===== src/hdl/cwrap_pkg.sv =====
// types, codes and field layout shared by the console word-wrap writer and its checker
package cwrap_pkg;

  // defaults for the top-level parameters
  localparam int MAX_LINE_WIDTH_DEF = 63;
  localparam int TEXT_BYTES_DEF     = 16384;

  // field widths
  localparam int CHAR_W      = 8;
  localparam int COL_W       = 6;
  localparam int ROW_W       = 14;
  localparam int CNT_W       = 15;
  localparam int ACT_W       = 2;
  localparam int IN_TDATA_W  = 8;
  localparam int OUT_TDATA_W = 32;
  localparam int CFG_IDX_W   = 1;
  localparam int CFG_DATA_W  = 15;

  // result tdata layout
  localparam int OUT_COL_LSB  = ROW_W;
  localparam int OUT_CODE_LSB = OUT_COL_LSB + COL_W;
  localparam int OUT_ADV_BIT  = OUT_CODE_LSB + CHAR_W;

  localparam int ROW_LIMIT     = 16384;
  localparam int DEFAULT_WIDTH = 38;

  // character codes
  localparam logic [CHAR_W-1:0] CH_SPACE   = 8'h20;
  localparam logic [CHAR_W-1:0] CH_LF      = 8'h0A;
  localparam logic [CHAR_W-1:0] CH_CR      = 8'h0D;
  localparam logic [CHAR_W-1:0] CH_HIGH    = 8'h80;
  localparam logic [CHAR_W-1:0] PFX_ALERT  = 8'h01;
  localparam logic [CHAR_W-1:0] PFX_COLOR  = 8'h02;

  typedef enum logic [ACT_W-1:0] {
    ACT_CTRL  = 2'd0,
    ACT_PLACE = 2'd1,
    ACT_ALERT = 2'd2
  } action_t;

  typedef enum logic [CFG_IDX_W-1:0] {
    REG_WIDTH = 1'b0,
    REG_COUNT = 1'b1
  } cfg_reg_t;

  typedef enum logic [2:0] {
    ST_IDLE,
    ST_CHECK,
    ST_FETCH,
    ST_POP,
    ST_CTRL,
    ST_ALERT,
    ST_DONE
  } state_t;

  typedef enum logic [2:0] {
    PH_FIRST,
    PH_PUSH,
    PH_LOOP,
    PH_LAST,
    PH_CTRL
  } phase_t;

  typedef struct packed {
    logic              adv;
    action_t           act;
    logic [CHAR_W-1:0] code;
    logic [COL_W-1:0]  col;
    logic [ROW_W-1:0]  row;
  } result_t;

endpackage


===== src/hdl/console_word_wrap_writer.sv =====
// console word-wrap writer: places message bytes into a ring of text rows
module console_word_wrap_writer #(
  parameter int MAX_LINE_WIDTH = cwrap_pkg::MAX_LINE_WIDTH_DEF,
  parameter int TEXT_BYTES     = cwrap_pkg::TEXT_BYTES_DEF
) (
  input  logic                              clk,
  input  logic                              rst,
  // configuration write port
  input  logic                              cfg_we,
  input  logic [cwrap_pkg::CFG_IDX_W-1:0]   cfg_index,
  input  logic [cwrap_pkg::CFG_DATA_W-1:0]  cfg_data,
  // message bytes
  input  logic                              s_axis_tvalid,
  output logic                              s_axis_tready,
  input  logic [cwrap_pkg::IN_TDATA_W-1:0]  s_axis_tdata,  // [7:0] char_byte
  input  logic                              s_axis_tuser,  // first_of_message
  input  logic                              s_axis_tlast,  // last_of_message
  // placement results
  output logic                              m_axis_tvalid,
  input  logic                              m_axis_tready,
  // [13:0] row_index, [19:14] column, [27:20] char_code, [28] line_advanced, [31:29] zero
  output logic [cwrap_pkg::OUT_TDATA_W-1:0] m_axis_tdata,
  output logic [cwrap_pkg::ACT_W-1:0]       m_axis_tuser,  // [1:0] action
  output logic                              m_axis_tlast   // last_of_burst
);
  // A message byte is taken only while the writer is idle. Printable bytes
  // (33..127) are held in a small word memory until the word length is known;
  // a byte that ends a word, a new message or the end of a message flushes
  // the held word. Every flushed byte passes the single read port of the word
  // memory and one shared placement unit (wrap test, row advance, column step)
  // in a check / read / place sequence; control bytes share the unit. A byte
  // that is only held passes accept, push, length check and close; a control
  // byte with nothing held passes accept, check, place and close. Every flushed
  // byte adds its check / read / place steps, the first byte of a message a
  // prefix test and the last byte of a message a final length check; a color
  // prefix with nothing held passes accept, check and close, an alert prefix
  // also an alert step. Results pass through a one-deep staging register and
  // an output register, so the consumer may stall at any time; place, alert
  // and close steps wait while the staging register is full and the output is
  // stalled. Configuration writes (register 0 line width, register 1 row
  // count) also move the current row to the last row of the ring and are
  // meant for idle periods only. No clearing pass after reset: the word
  // memory is only read where it was written.

  import cwrap_pkg::*;

  localparam int AW = (MAX_LINE_WIDTH > 1) ? $clog2(MAX_LINE_WIDTH) : 1;
  localparam int FW = $clog2(MAX_LINE_WIDTH + 1);
  localparam logic [CNT_W-1:0] RESET_COUNT = CNT_W'(TEXT_BYTES / DEFAULT_WIDTH);
  localparam logic [COL_W-1:0] MAX_W       = COL_W'(MAX_LINE_WIDTH);
  localparam logic [AW-1:0]    HOLD_LAST   = AW'(MAX_LINE_WIDTH - 1);
  localparam logic [AW:0]      HOLD_DEPTH  = (AW+1)'(MAX_LINE_WIDTH);

  // width 0 acts as 1, beyond the hold depth it saturates
  function automatic logic [COL_W-1:0] eff_width(input logic [COL_W-1:0] v);
    logic [COL_W-1:0] r;
    r = v;
    if (v == '0) r = COL_W'(1);
    else if (v > MAX_W) r = MAX_W;
    return r;
  endfunction

  // row count 0 acts as 1, capped at the row limit
  function automatic logic [CNT_W-1:0] eff_count(input logic [CNT_W-1:0] v);
    logic [CNT_W-1:0] r;
    r = v;
    if (v == '0) r = CNT_W'(1);
    else if (v > CNT_W'(ROW_LIMIT)) r = CNT_W'(ROW_LIMIT);
    return r;
  endfunction

  localparam logic [ROW_W-1:0] RESET_ROW = ROW_W'(eff_count(RESET_COUNT) - CNT_W'(1));

  // configuration registers
  logic [COL_W-1:0] width_reg;
  logic [CNT_W-1:0] count_reg;

  // console state
  logic [COL_W-1:0] col;
  logic [ROW_W-1:0] row;
  logic             rp;      // carriage return seen, next byte re-enters the row
  logic             color;

  // held word: circular buffer with head pointer and fill count
  logic [CHAR_W-1:0] hold_mem [MAX_LINE_WIDTH];
  logic [AW-1:0]     head;
  logic [FW-1:0]     fill;
  logic [CHAR_W-1:0] rdata;

  // current item
  logic [CHAR_W-1:0] char_reg;
  logic              last_reg;

  // sequencer
  state_t state, state_next;
  phase_t phase;

  // result staging and output register
  result_t pend;
  logic    pend_valid;
  result_t out_res;
  logic    out_last;
  logic    out_valid;

  // control strobes
  logic emit_go, alert_go, push_go, pop_go, final_go, fetch_go;

  logic [COL_W-1:0] w;
  logic [CNT_W-1:0] n;
  logic [COL_W-1:0] fill_c;
  logic             printable, printable_in, is_prefix;
  logic             out_free, stall;

  assign w            = eff_width(width_reg);
  assign n            = eff_count(count_reg);
  assign fill_c       = COL_W'(fill);
  assign printable    = (char_reg > CH_SPACE) && (char_reg < CH_HIGH);
  assign printable_in = (s_axis_tdata > CH_SPACE) && (s_axis_tdata < CH_HIGH);
  assign is_prefix    = (char_reg == PFX_ALERT) || (char_reg == PFX_COLOR);
  assign out_free     = !out_valid || m_axis_tready;
  assign stall        = pend_valid && !out_free;

  // write slot behind the held word
  logic [AW:0]   tail_sum;
  logic [AW-1:0] tail;
  assign tail_sum = (AW+1)'(head) + (AW+1)'(fill);
  assign tail     = (tail_sum >= HOLD_DEPTH) ? AW'(tail_sum - HOLD_DEPTH) : AW'(tail_sum);

  // ---- shared placement unit ----
  logic [CHAR_W-1:0] e_char;
  logic [COL_W-1:0]  e_len;
  logic [COL_W-1:0]  col_base, col0, e_col_next;
  logic [COL_W:0]    fit_sum, col_inc;
  logic [ROW_W-1:0]  row1, e_row;
  logic [CNT_W-1:0]  row_inc;
  logic              e_adv, e_rp;
  result_t           e_res, alert_res, new_res;

  always_comb begin
    // a flushed byte sees the rest of its word, capped at the width
    e_char = (state == ST_CTRL) ? char_reg : rdata;
    if (state == ST_CTRL) e_len = '0;
    else e_len = (fill_c < w) ? fill_c : w;

    col_base = (col >= w) ? '0 : col;
    fit_sum  = {1'b0, col_base} + {1'b0, e_len};
    // a word shorter than the width that does not fit the rest of the row starts a new row
    col0 = ((e_len != w) && (fit_sum > {1'b0, w})) ? '0 : col_base;

    if (rp) begin
      if ((row == '0) || ({1'b0, row} > n)) row1 = ROW_W'(n - CNT_W'(1));
      else row1 = row - ROW_W'(1);
    end else begin
      row1 = row;
    end

    e_adv   = (col0 == '0);
    row_inc = {1'b0, row1} + CNT_W'(1);
    if (e_adv) e_row = (row_inc >= n) ? '0 : ROW_W'(row_inc);
    else e_row = row1;

    col_inc    = {1'b0, col0} + (COL_W+1)'(1);
    e_rp       = 1'b0;
    e_res.row  = e_row;
    e_res.adv  = e_adv;
    e_res.col  = '0;
    e_res.code = '0;
    e_res.act  = ACT_CTRL;
    if (e_char == CH_LF) begin
      e_col_next = '0;
    end else if (e_char == CH_CR) begin
      e_col_next = '0;
      e_rp       = 1'b1;
    end else begin
      e_res.col  = col0;
      e_res.code = e_char | {color, 7'b0};
      e_res.act  = ACT_PLACE;
      e_col_next = (col_inc >= {1'b0, w}) ? '0 : COL_W'(col_inc);
    end

    alert_res.row  = row;
    alert_res.col  = '0;
    alert_res.code = '0;
    alert_res.act  = ACT_ALERT;
    alert_res.adv  = 1'b0;

    new_res = alert_go ? alert_res : e_res;
  end

  // ---- sequencer: next state ----
  always_comb begin
    state_next = state;
    case (state)
      ST_IDLE: begin
        if (s_axis_tvalid) state_next = ST_CHECK;
      end
      ST_CHECK: begin
        case (phase)
          PH_FIRST: begin
            if (fill != '0) state_next = ST_FETCH;
            else if (is_prefix) state_next = (char_reg == PFX_ALERT) ? ST_ALERT : ST_DONE;
          end
          PH_PUSH: state_next = ST_CHECK;
          PH_LOOP: begin
            if (fill_c >= w) state_next = ST_FETCH;
            else if (!last_reg) state_next = ST_DONE;
          end
          PH_LAST: state_next = (fill != '0) ? ST_FETCH : ST_DONE;
          PH_CTRL: state_next = (fill != '0) ? ST_FETCH : ST_CTRL;
          default: state_next = ST_DONE;
        endcase
      end
      ST_FETCH: state_next = ST_POP;
      ST_POP:   if (!stall) state_next = ST_CHECK;
      ST_CTRL:  if (!stall) state_next = ST_DONE;
      ST_ALERT: if (!stall) state_next = ST_DONE;
      ST_DONE:  if (!stall) state_next = ST_IDLE;
      default:  state_next = ST_IDLE;
    endcase
  end

  // ---- sequencer: strobes ----
  always_comb begin
    s_axis_tready = (state == ST_IDLE);
    fetch_go      = (state == ST_FETCH);
    emit_go       = ((state == ST_POP) || (state == ST_CTRL)) && !stall;
    pop_go        = (state == ST_POP) && !stall;
    alert_go      = (state == ST_ALERT) && !stall;
    push_go       = (state == ST_CHECK) && (phase == PH_PUSH);
    final_go      = (state == ST_DONE) && pend_valid && out_free;
  end

  // ---- control registers ----
  always_ff @(posedge clk) begin
    if (rst) begin
      state      <= ST_IDLE;
      phase      <= PH_FIRST;
      width_reg  <= COL_W'(DEFAULT_WIDTH);
      count_reg  <= RESET_COUNT;
      col        <= '0;
      row        <= RESET_ROW;
      rp         <= 1'b0;
      color      <= 1'b0;
      head       <= '0;
      fill       <= '0;
      pend_valid <= 1'b0;
      out_valid  <= 1'b0;
    end else begin
      state <= state_next;

      // a resize also parks the row on the last row of the ring
      if (cfg_we) begin
        if (cfg_index == REG_WIDTH) begin
          width_reg <= cfg_data[COL_W-1:0];
          row       <= ROW_W'(n - CNT_W'(1));
        end else begin
          count_reg <= cfg_data[CNT_W-1:0];
          row       <= ROW_W'(eff_count(cfg_data[CNT_W-1:0]) - CNT_W'(1));
        end
      end else if (emit_go) begin
        row <= e_row;
      end

      if (emit_go) begin
        col <= e_col_next;
        rp  <= e_rp;
      end

      // phase of the current item
      if (s_axis_tvalid && s_axis_tready) begin
        if (s_axis_tuser) phase <= PH_FIRST;
        else phase <= printable_in ? PH_PUSH : PH_CTRL;
      end else if (state == ST_CHECK) begin
        case (phase)
          PH_FIRST: begin
            if (fill == '0) begin
              if (is_prefix) begin
                color <= 1'b1;
              end else begin
                color <= 1'b0;
                phase <= printable ? PH_PUSH : PH_CTRL;
              end
            end
          end
          PH_PUSH: phase <= PH_LOOP;
          PH_LOOP: if ((fill_c < w) && last_reg) phase <= PH_LAST;
          default: phase <= phase;
        endcase
      end

      // word buffer bookkeeping
      if (push_go) begin
        fill <= fill + FW'(1);
      end else if (pop_go) begin
        fill <= fill - FW'(1);
        head <= (head == HOLD_LAST) ? '0 : head + AW'(1);
      end

      // results: staging register keeps one back so the last can be flagged
      if (emit_go || alert_go) pend_valid <= 1'b1;
      else if (final_go) pend_valid <= 1'b0;

      if (((emit_go || alert_go) && pend_valid) || final_go) out_valid <= 1'b1;
      else if (m_axis_tready) out_valid <= 1'b0;
    end
  end

  // ---- payload registers ----
  always_ff @(posedge clk) begin
    if (s_axis_tvalid && s_axis_tready) begin
      char_reg <= s_axis_tdata;
      last_reg <= s_axis_tlast;
    end
    if (emit_go || alert_go) begin
      pend <= new_res;
      if (pend_valid) begin
        out_res  <= pend;
        out_last <= 1'b0;
      end
    end else if (final_go) begin
      out_res  <= pend;
      out_last <= 1'b1;
    end
  end

  // word memory, registered read
  always_ff @(posedge clk) begin
    if (push_go) hold_mem[tail] <= char_reg;
    if (fetch_go) rdata <= hold_mem[head];
  end

  assign m_axis_tvalid = out_valid;
  assign m_axis_tdata  = {(OUT_TDATA_W - OUT_ADV_BIT - 1)'(0), out_res.adv, out_res.code,
                          out_res.col, out_res.row};
  assign m_axis_tuser  = out_res.act;
  assign m_axis_tlast  = out_last;

endmodule


===== config.mk =====
export PLATFORM = sky130hd
export DESIGN_NAME = console_word_wrap_writer
export DESIGN_NICKNAME = d
export VERILOG_FILES = /design/src/hdl/cwrap_pkg.sv /design/src/hdl/console_word_wrap_writer.sv
export SDC_FILE = /design/constraint.sdc
export NUM_CORES = 1
export LEC_CHECK = 0
export BUFFER_PORTS_ARGS = -buffer_cell sky130_fd_sc_hd__buf_2
export CELL_PAD_IN_SITES_DETAIL_PLACEMENT = 1
export CELL_PAD_IN_SITES_GLOBAL_PLACEMENT = 1
export CORE_ASPECT_RATIO = 1.5
export CORE_MARGIN = 5
export CORE_UTILIZATION = 50
export DETAILED_ROUTE_END_ITERATION = 8
export PLACE_DENSITY = 0.78
export SETUP_SLACK_MARGIN = 0.15
export SYNTH_ARGS = -nofsm -noshare
export SYNTH_HDL_FRONTEND = slang
export SYNTH_SLANG_ARGS = --single-unit

===== constraint.sdc =====
create_clock -name clk -period 13.05 [get_ports clk]
set_input_delay 1.305 -clock clk [delete_from_list [all_inputs] [get_ports clk]]
set_output_delay 1.305 -clock clk [all_outputs]
set_load 0.01 [all_outputs]

* After elaboration in Yosys (flattened, before gate mapping) *
Memory sizes are Yosys's and may differ from the RTL's. A register that Yosys moved wholly into a read port is not among the register bits.
Index checks and enable logic that the tools add are counted.

storage, ports and cells
  flip-flop bits (word level) = 135
  RAM bits = 504
  input port bits = 31
  memories kept = 1

memories
  memory    words  bits a word  read ports  clocked after Yosys merged registers in  wr ports  RTL line                        text
  hold_mem  63     8            1           1                                        1         console_word_wrap_writer.sv:85  logic [CHAR_W-1:0] hold_mem [MAX_LINE_WIDTH];

operators by class
  $add $sub $neg = 11
  magnitude comparators = 15
  equality and inequality tests = 26
  mux-type cells = 67
  bitwise operators = 4
  reductions and logical operators = 47

operator list
  cell                                                  number
  2-to-1 mux 14 bit                                     13
  2-to-1 mux 31 bit                                     3
  2-to-1 mux 6 bit                                      13
  2-to-1 mux 3 bit                                      18
  2-to-1 mux 15 bit                                     3
  subtractor 14 x 1 -> 14 bit (second input constant)   3
  > comparator 15 bit (second input constant)           2
  logical NOT 15 bit                                    2
  logical NOT 6 bit                                     3
  one-hot mux 3 bit (6 select lines)                    1
  equality test 8 x 4 -> 1 bit (second input constant)  2
  > comparator 8 x 6 -> 1 bit (second input constant)   2
  < comparator 8 bit (second input constant)            2
  adder 14 x 1 -> 15 bit (second input constant)        1
  >= comparator 15 bit                                  1
  > comparator 14 x 15 -> 1 bit                         1
  one-hot mux 3 bit (5 select lines)                    1
  adder 6 x 6 -> 7 bit                                  2
  logical NOT 14 bit                                    1
  logical AND 1 bit                                     13
  adder 6 x 1 -> 6 bit (second input constant)          2
  equality test 3 x 2 -> 1 bit (second input constant)  4
  equality test 3 bit (second input constant)           4
  >= comparator 6 bit                                   2
  other kinds (34)                                      71

* Logic depth before layout (Yosys ltp) *
  word-level depth = 15
  depth in mapped cells = 35
  gate-level depth less buffers = 34

* Worst setup path before layout *
OpenSTA, ideal clock, no wires.

  kind = register -> register
  start point = reg width_reg[2]
  end point = reg col[0]
  library setup time = 0.065 ns
  data arrival time = 6.327 ns
  required time = 12.985 ns
  slack = 6.658 ns
  stages on the path, launching flop included = 32
  buffers on the path = 1
  period minus slack after synthesis = 6.392 ns
  cells stage by stage = dfxtp_1 -> inv_1 -> a31oi_1 -> inv_1 -> ha_1 -> inv_1 -> a21oi_1 -> o221ai_1 -> clkbuf_1 -> a211oi_1 -> ha_1 -> fa_1 -> a21o_1 -> a21oi_1 -> xnor2_1 -> ha_1 -> a21o_1 -> a21oi_1 -> a21oi_1 -> o22ai_1 -> nand2_1 -> ha_1 -> ha_1 -> a21o_1 -> a21oi_1 -> nor2b_1 -> o21ai_0 -> nand2b_1 -> a2111oi_0 -> o21a_1 -> a22oi_1 -> nor2_1

on the way
  cells in the longest elaborated chain, start to end = 15
  elaborated cells on any way between the ends = 19
  those cells by class = 2 x add/sub; 5 x order compare; 1 x eq/ne; 9 x mux; 2 x reduce/logical

ends and longest elaborated chain
  item                          RTL line                         text
  start, declared               console_word_wrap_writer.sv:75   logic [COL_W-1:0] width_reg;
  start signal, assigned        console_word_wrap_writer.sv:238  width_reg <= COL_W'(DEFAULT_WIDTH);
  start signal, assigned        console_word_wrap_writer.sv:254  width_reg <= cfg_data[COL_W-1:0];
  > comparator 6 bit            console_word_wrap_writer.sv:59   else if (v > MAX_W) r = MAX_W;
  2-to-1 mux 6 bit              console_word_wrap_writer.sv:59
  2-to-1 mux 6 bit (*)          console_word_wrap_writer.sv:58   if (v == '0) r = COL_W'(1);
  < comparator 6 bit            console_word_wrap_writer.sv:143  else e_len = (fill_c < w) ? fill_c : w;
  2-to-1 mux 6 bit              console_word_wrap_writer.sv:143
  2-to-1 mux 6 bit              console_word_wrap_writer.sv:142  if (state == ST_CTRL) e_len = '0;
  adder 6 x 6 -> 7 bit          console_word_wrap_writer.sv:146  fit_sum = {1'b0, col_base} + {1'b0, e_len};
  > comparator 7 x 6 -> 1 bit   console_word_wrap_writer.sv:148  col0 = ((e_len != w) && (fit_sum > {1'b0, w})) ? '0 : col_base;
  logical AND 1 bit             console_word_wrap_writer.sv:148
  2-to-1 mux 6 bit              console_word_wrap_writer.sv:148
  adder 6 x 1 -> 7 bit          console_word_wrap_writer.sv:162  col_inc = {1'b0, col0} + (COL_W+1)'(1);
  >= comparator 7 x 6 -> 1 bit  console_word_wrap_writer.sv:178  e_col_next = (col_inc >= {1'b0, w}) ? '0 : COL_W'(col_inc);
  2-to-1 mux 6 bit (*)          console_word_wrap_writer.sv:178
  2-to-1 mux 6 bit (*)          console_word_wrap_writer.sv:171  end else if (e_char == CH_CR) begin
  2-to-1 mux 6 bit (*)          console_word_wrap_writer.sv:169  if (e_char == CH_LF) begin
  end signal, assigned          console_word_wrap_writer.sv:265  col <= e_col_next;
  end, declared                 console_word_wrap_writer.sv:79   logic [COL_W-1:0] col;

Mark *: on every way between the ends. The rest lies on a longest branch, timed or not.
A chain may end at the register's enable or synchronous reset.

* Final worst setup path *
  start point = reg width_reg[2]
  end point = reg col[1]

Same word-level chain as after synthesis.

==> summary.md <==
| Metric | Value |
|---|---|
| Result of the run | `finished, final reports clean` |
| Core Rows | `roughly 110` |
| Minimum hold slack | `0.4207 ns` |
| Maximum fanout encountered on the critical timing path | `8` |
| CP Class | `register to register` |
| Total standard cell area after synthesis | `roughly 29000 µm²` |
| Clock Path Buffers | `3` |
| Hold-fix buffers, CTS | `0` |
| Clock transition time at the flip-flop clock pins of the worst setup and hold paths | `~0.070 ns` |
| Routability congestion estimate | `0.9050` |
| Total detailed-routing wirelength | `81880 µm` |
| Max H-tree Level | `2` |
| Num CTS Buffers | `59` |
| Number of warning messages in the yosys log | `0` |
| Post-route standard cell area excluding fillers | `32510 µm²` |
| Number of standard cells after synthesis | `~2000` |
| Final global-route overflow total | `0` |
| Arrival @ worst endpoint | `between 8 and 9 ns` |
| Depth of the most critical reg-to-reg path | `32` |
| Half-perimeter wire length after detailed placement | `54830 µm` |
| Cell types occupying the most area after synthesis | `sky130_fd_sc_hd__edfxtp_1 60%, sky130_fd_sc_hd__mux4_2 12%, sky130_fd_sc_hd__dfxtp_1 4.3%` |
| Post-CTS Setup Repair Bufs | `0` |
| Static power due to leakage | `approximately 11 nW` |
| Total vias in the final route | `between 15000 and 20000` |
| Nature of the critical path endpoint | `register` |
| Highest cell delay on the worst timing path | `0.59 ns` |
| Global Route met3 Usage | `0.02945` |
| Post-synthesis sequential element count | `approximately 650` |
| Drt initial violations | `about 1300` |
| Clock root buffer master | `sky130_fd_sc_hd__clkbuf_16` |
| Number of clock sinks | `around 650` |
| Startpoint class of the critical path | `register` |
| Worst Skew | `0.01325 ns` |
| Die area | `around 64000 µm²` |
| Endpoint of the worst hold path | `m_axis_tuser[0]` |
| Cell types with the highest counts after synthesis | `584 x sky130_fd_sc_hd__edfxtp_1, 199 x sky130_fd_sc_hd__nor2_1, 160 x sky130_fd_sc_hd__mux4_2` |
| Vias in the first global route | `just under 20000` |
| Final standard cell utilization of the core | `0.5543` |
| Placed instance area | `between 30000 and 40000 µm²` |
| Worst R2R Setup Slack | `roughly 5.4 ns` |
| Flip-flop count of the largest register after layout | `around 500` |
| Synth unique cells | `a little under 90` |
| Worst hold path stage count | `0` |
| Number of synthesized flops with an enable pin | `about 580` |
| Setup-failing EPs final | `0` |
| Fmax | `between 100 and 150 MHz` |
| Final period demand of the worst path | `approximately 7.6 ns` |
| Share of the synthesized area in the top cell type | `0.5954` |
| Total routing resource utilization after global routing | `0.2542` |
| Most numerous cell in the Yosys netlist | `sky130_fd_sc_hd__edfxtp_1` |
| Total iterations of the first detailed-routing run | `5` |
| Total negative slack for setup checks | `0 ns` |
| Number of gates resized after cts | `0` |
| Nets | `between 2000 and 2500` |
| Required time worst endpoint | `approximately 14 ns` |
| Routed wirelength normalized by instance count | `about 29 µm` |
| Antenna diode count | `0` |
| Dominant cell type by area after synthesis | `sky130_fd_sc_hd__edfxtp_1` |
| Area growth syn-to-layout | `10.36%` |
| Final period utilization | `0.5838` |
| Critical-path cell with the highest stage delay | `sky130_fd_sc_hd__a2111oi_0` |
| RSZ-0062 raised after global routing | `false` |
| I/O pin total | `68` |
| Clk_lat worst skew | `around 0.64 ns` |
| Pin count of the biggest net entering global routing | `between 80 and 90` |
| Startpoint of the tightest hold check path | `pend[28]` |
| Max_slew headroom | `0.1294` |
| Fraction of layout cells with a size suffix above 1 | `0.1795` |
| P per Cell Area | `171.8 nW/µm²` |
| Crit Reg-Reg Endpoint | `col[1]` |
| Die width | `between 200 and 250 µm` |
| Most used DFF post-synth | `sky130_fd_sc_hd__edfxtp_1` |
| Number of remaining DRC errors | `0` |
| Initial Utilization | `0.5023` |
| Global-route met1 utilization | `0.2900` |
| Busiest layer in global routing | `met2` |
| Count of input and output buffers | `between 60 and 70` |
| Share of async-settable or async-resettable flops after synthesis | `0` |
| CP dominant cell by count | `sky130_fd_sc_hd__ha_1` |
| Avg Inst Size Synth | `~15 µm²` |
| Biggest register | `hold_mem` |
| Reg-to-reg critical path startpoint | `width_reg[2]` |
| Maximum vdd drop | `119.9 µV` |
| Transition time of the tightest slew-check pin | `between 1 and 1.5 ns` |
| Global-route wire length before repair | `between 100000 and 150000 µm` |
| TritonCTS clock tree | `built` |
| Overall die height | `roughly 310 µm` |
| Max Cap Violations | `0` |
| Number of endpoints with negative hold slack in the final report | `0` |
| Met2 track demand over resource in global routing | `0.4734` |
| Portion of the post-synthesis area used by sequential elements | `0.6382` |
| Class of the tightest hold or removal check | `register to register` |
| Number of antenna violations at the first check in global routing | `0` |
| Vias per std cell | `between 6 and 7` |
| Standard cell core area | `58640 µm²` |
| Number of nets with antenna violations after detailed routing | `0` |
| Number of max-slew violations in the final report | `0` |
==> logic make-up after synthesis <==
family | share of synthesized area
AO/OA/AOI/OAI | 0.07111
multiplexers | 0.1324
other | 0.0001273
adder cells (fa/ha/maj) | 0.03517
XOR/XNOR | 0.01368
AND/OR/NAND/NOR | 0.08882
buffers and inverters | 0.02043
flip-flops | 0.6382
==> how the worst max path moves through the flow <==
stage / startpoint / endpoint / slack (ns) / cells after the start
CTS: width_reg[2] / col[1] / 5.42 / 32
global placement: width_reg[2] / col[1] / 5.76 / 32
finish: width_reg[2] / col[1] / 5.43 / 32
floorplan: width_reg[2] / col[0] / 6.66 / 31
detailed placement: width_reg[2] / col[2] / 5.45 / 32
global route: width_reg[2] / col[3] / 4.74 / 32
==> placed cells by master (no fill, tap or decap), drive strengths merged, types with 47 or more instances in the layout <==
cell type / n
a21oi: 91
buf: 85
inv: 55
nor2: 199
clkbuf: 73
nor3: 47
dfxtp: 63
o21ai: 58
nand2: 145
ha: 78
mux4: 160
edfxtp: 584
==> report_power, final <==
| group | internal (mW) | switching, mW |
|---|---|---|
| sequential | 2.47 | 0.108 |
| combinational | 0.425 | 0.790 |
| clock | 0.991 | 0.797 |
==> metal layers <==
layer | wire length (µm) | share of wire
met5 | 0 | 0
met4 | 4857 | 0.059
met3 | 3489 | 0.043
met2 | 44250 | 0.54
met1 | 29290 | 0.36
==> cell type report <==
cell class / count / area, µm²
inverters: 52 / 195.2
clock buffers: 73 / 1550
flip-flops and latches: 647 / 18810
well taps: 777 / 972.2
repair buffers: 85 / 478.0
fillers: 5584 / 26140
multi-input cells: 1191 / 10080
clock inverters: 36 / 422.9
==> critical path: cells and delay by family, from the launching register on <==
kind | cells | cell delay, ns
AOI/OAI and AO/OA | 17 | 4.11
xor gates and xnor gates | 1 | 0.14
adders and majority gates | 5 | 1.54
buffers and inverters | 2 | 0.40
DFF | 1 | 0.36
and+or+nand+nor | 7 | 1.00
==> through the flow <==
step	cells	power (mW)	setup WS [ns]
2_1_floorplan	1993	3.409	6.658
3_3_place_gp	2752	3.764	5.759
3_5_place_dp	2752	3.831	5.449
4_1_cts	2861	5.616	5.425
5_1_grt	2861	5.819	4.742
6_report	2861	5.586	5.431
Power figures use the tool's default switching activity.
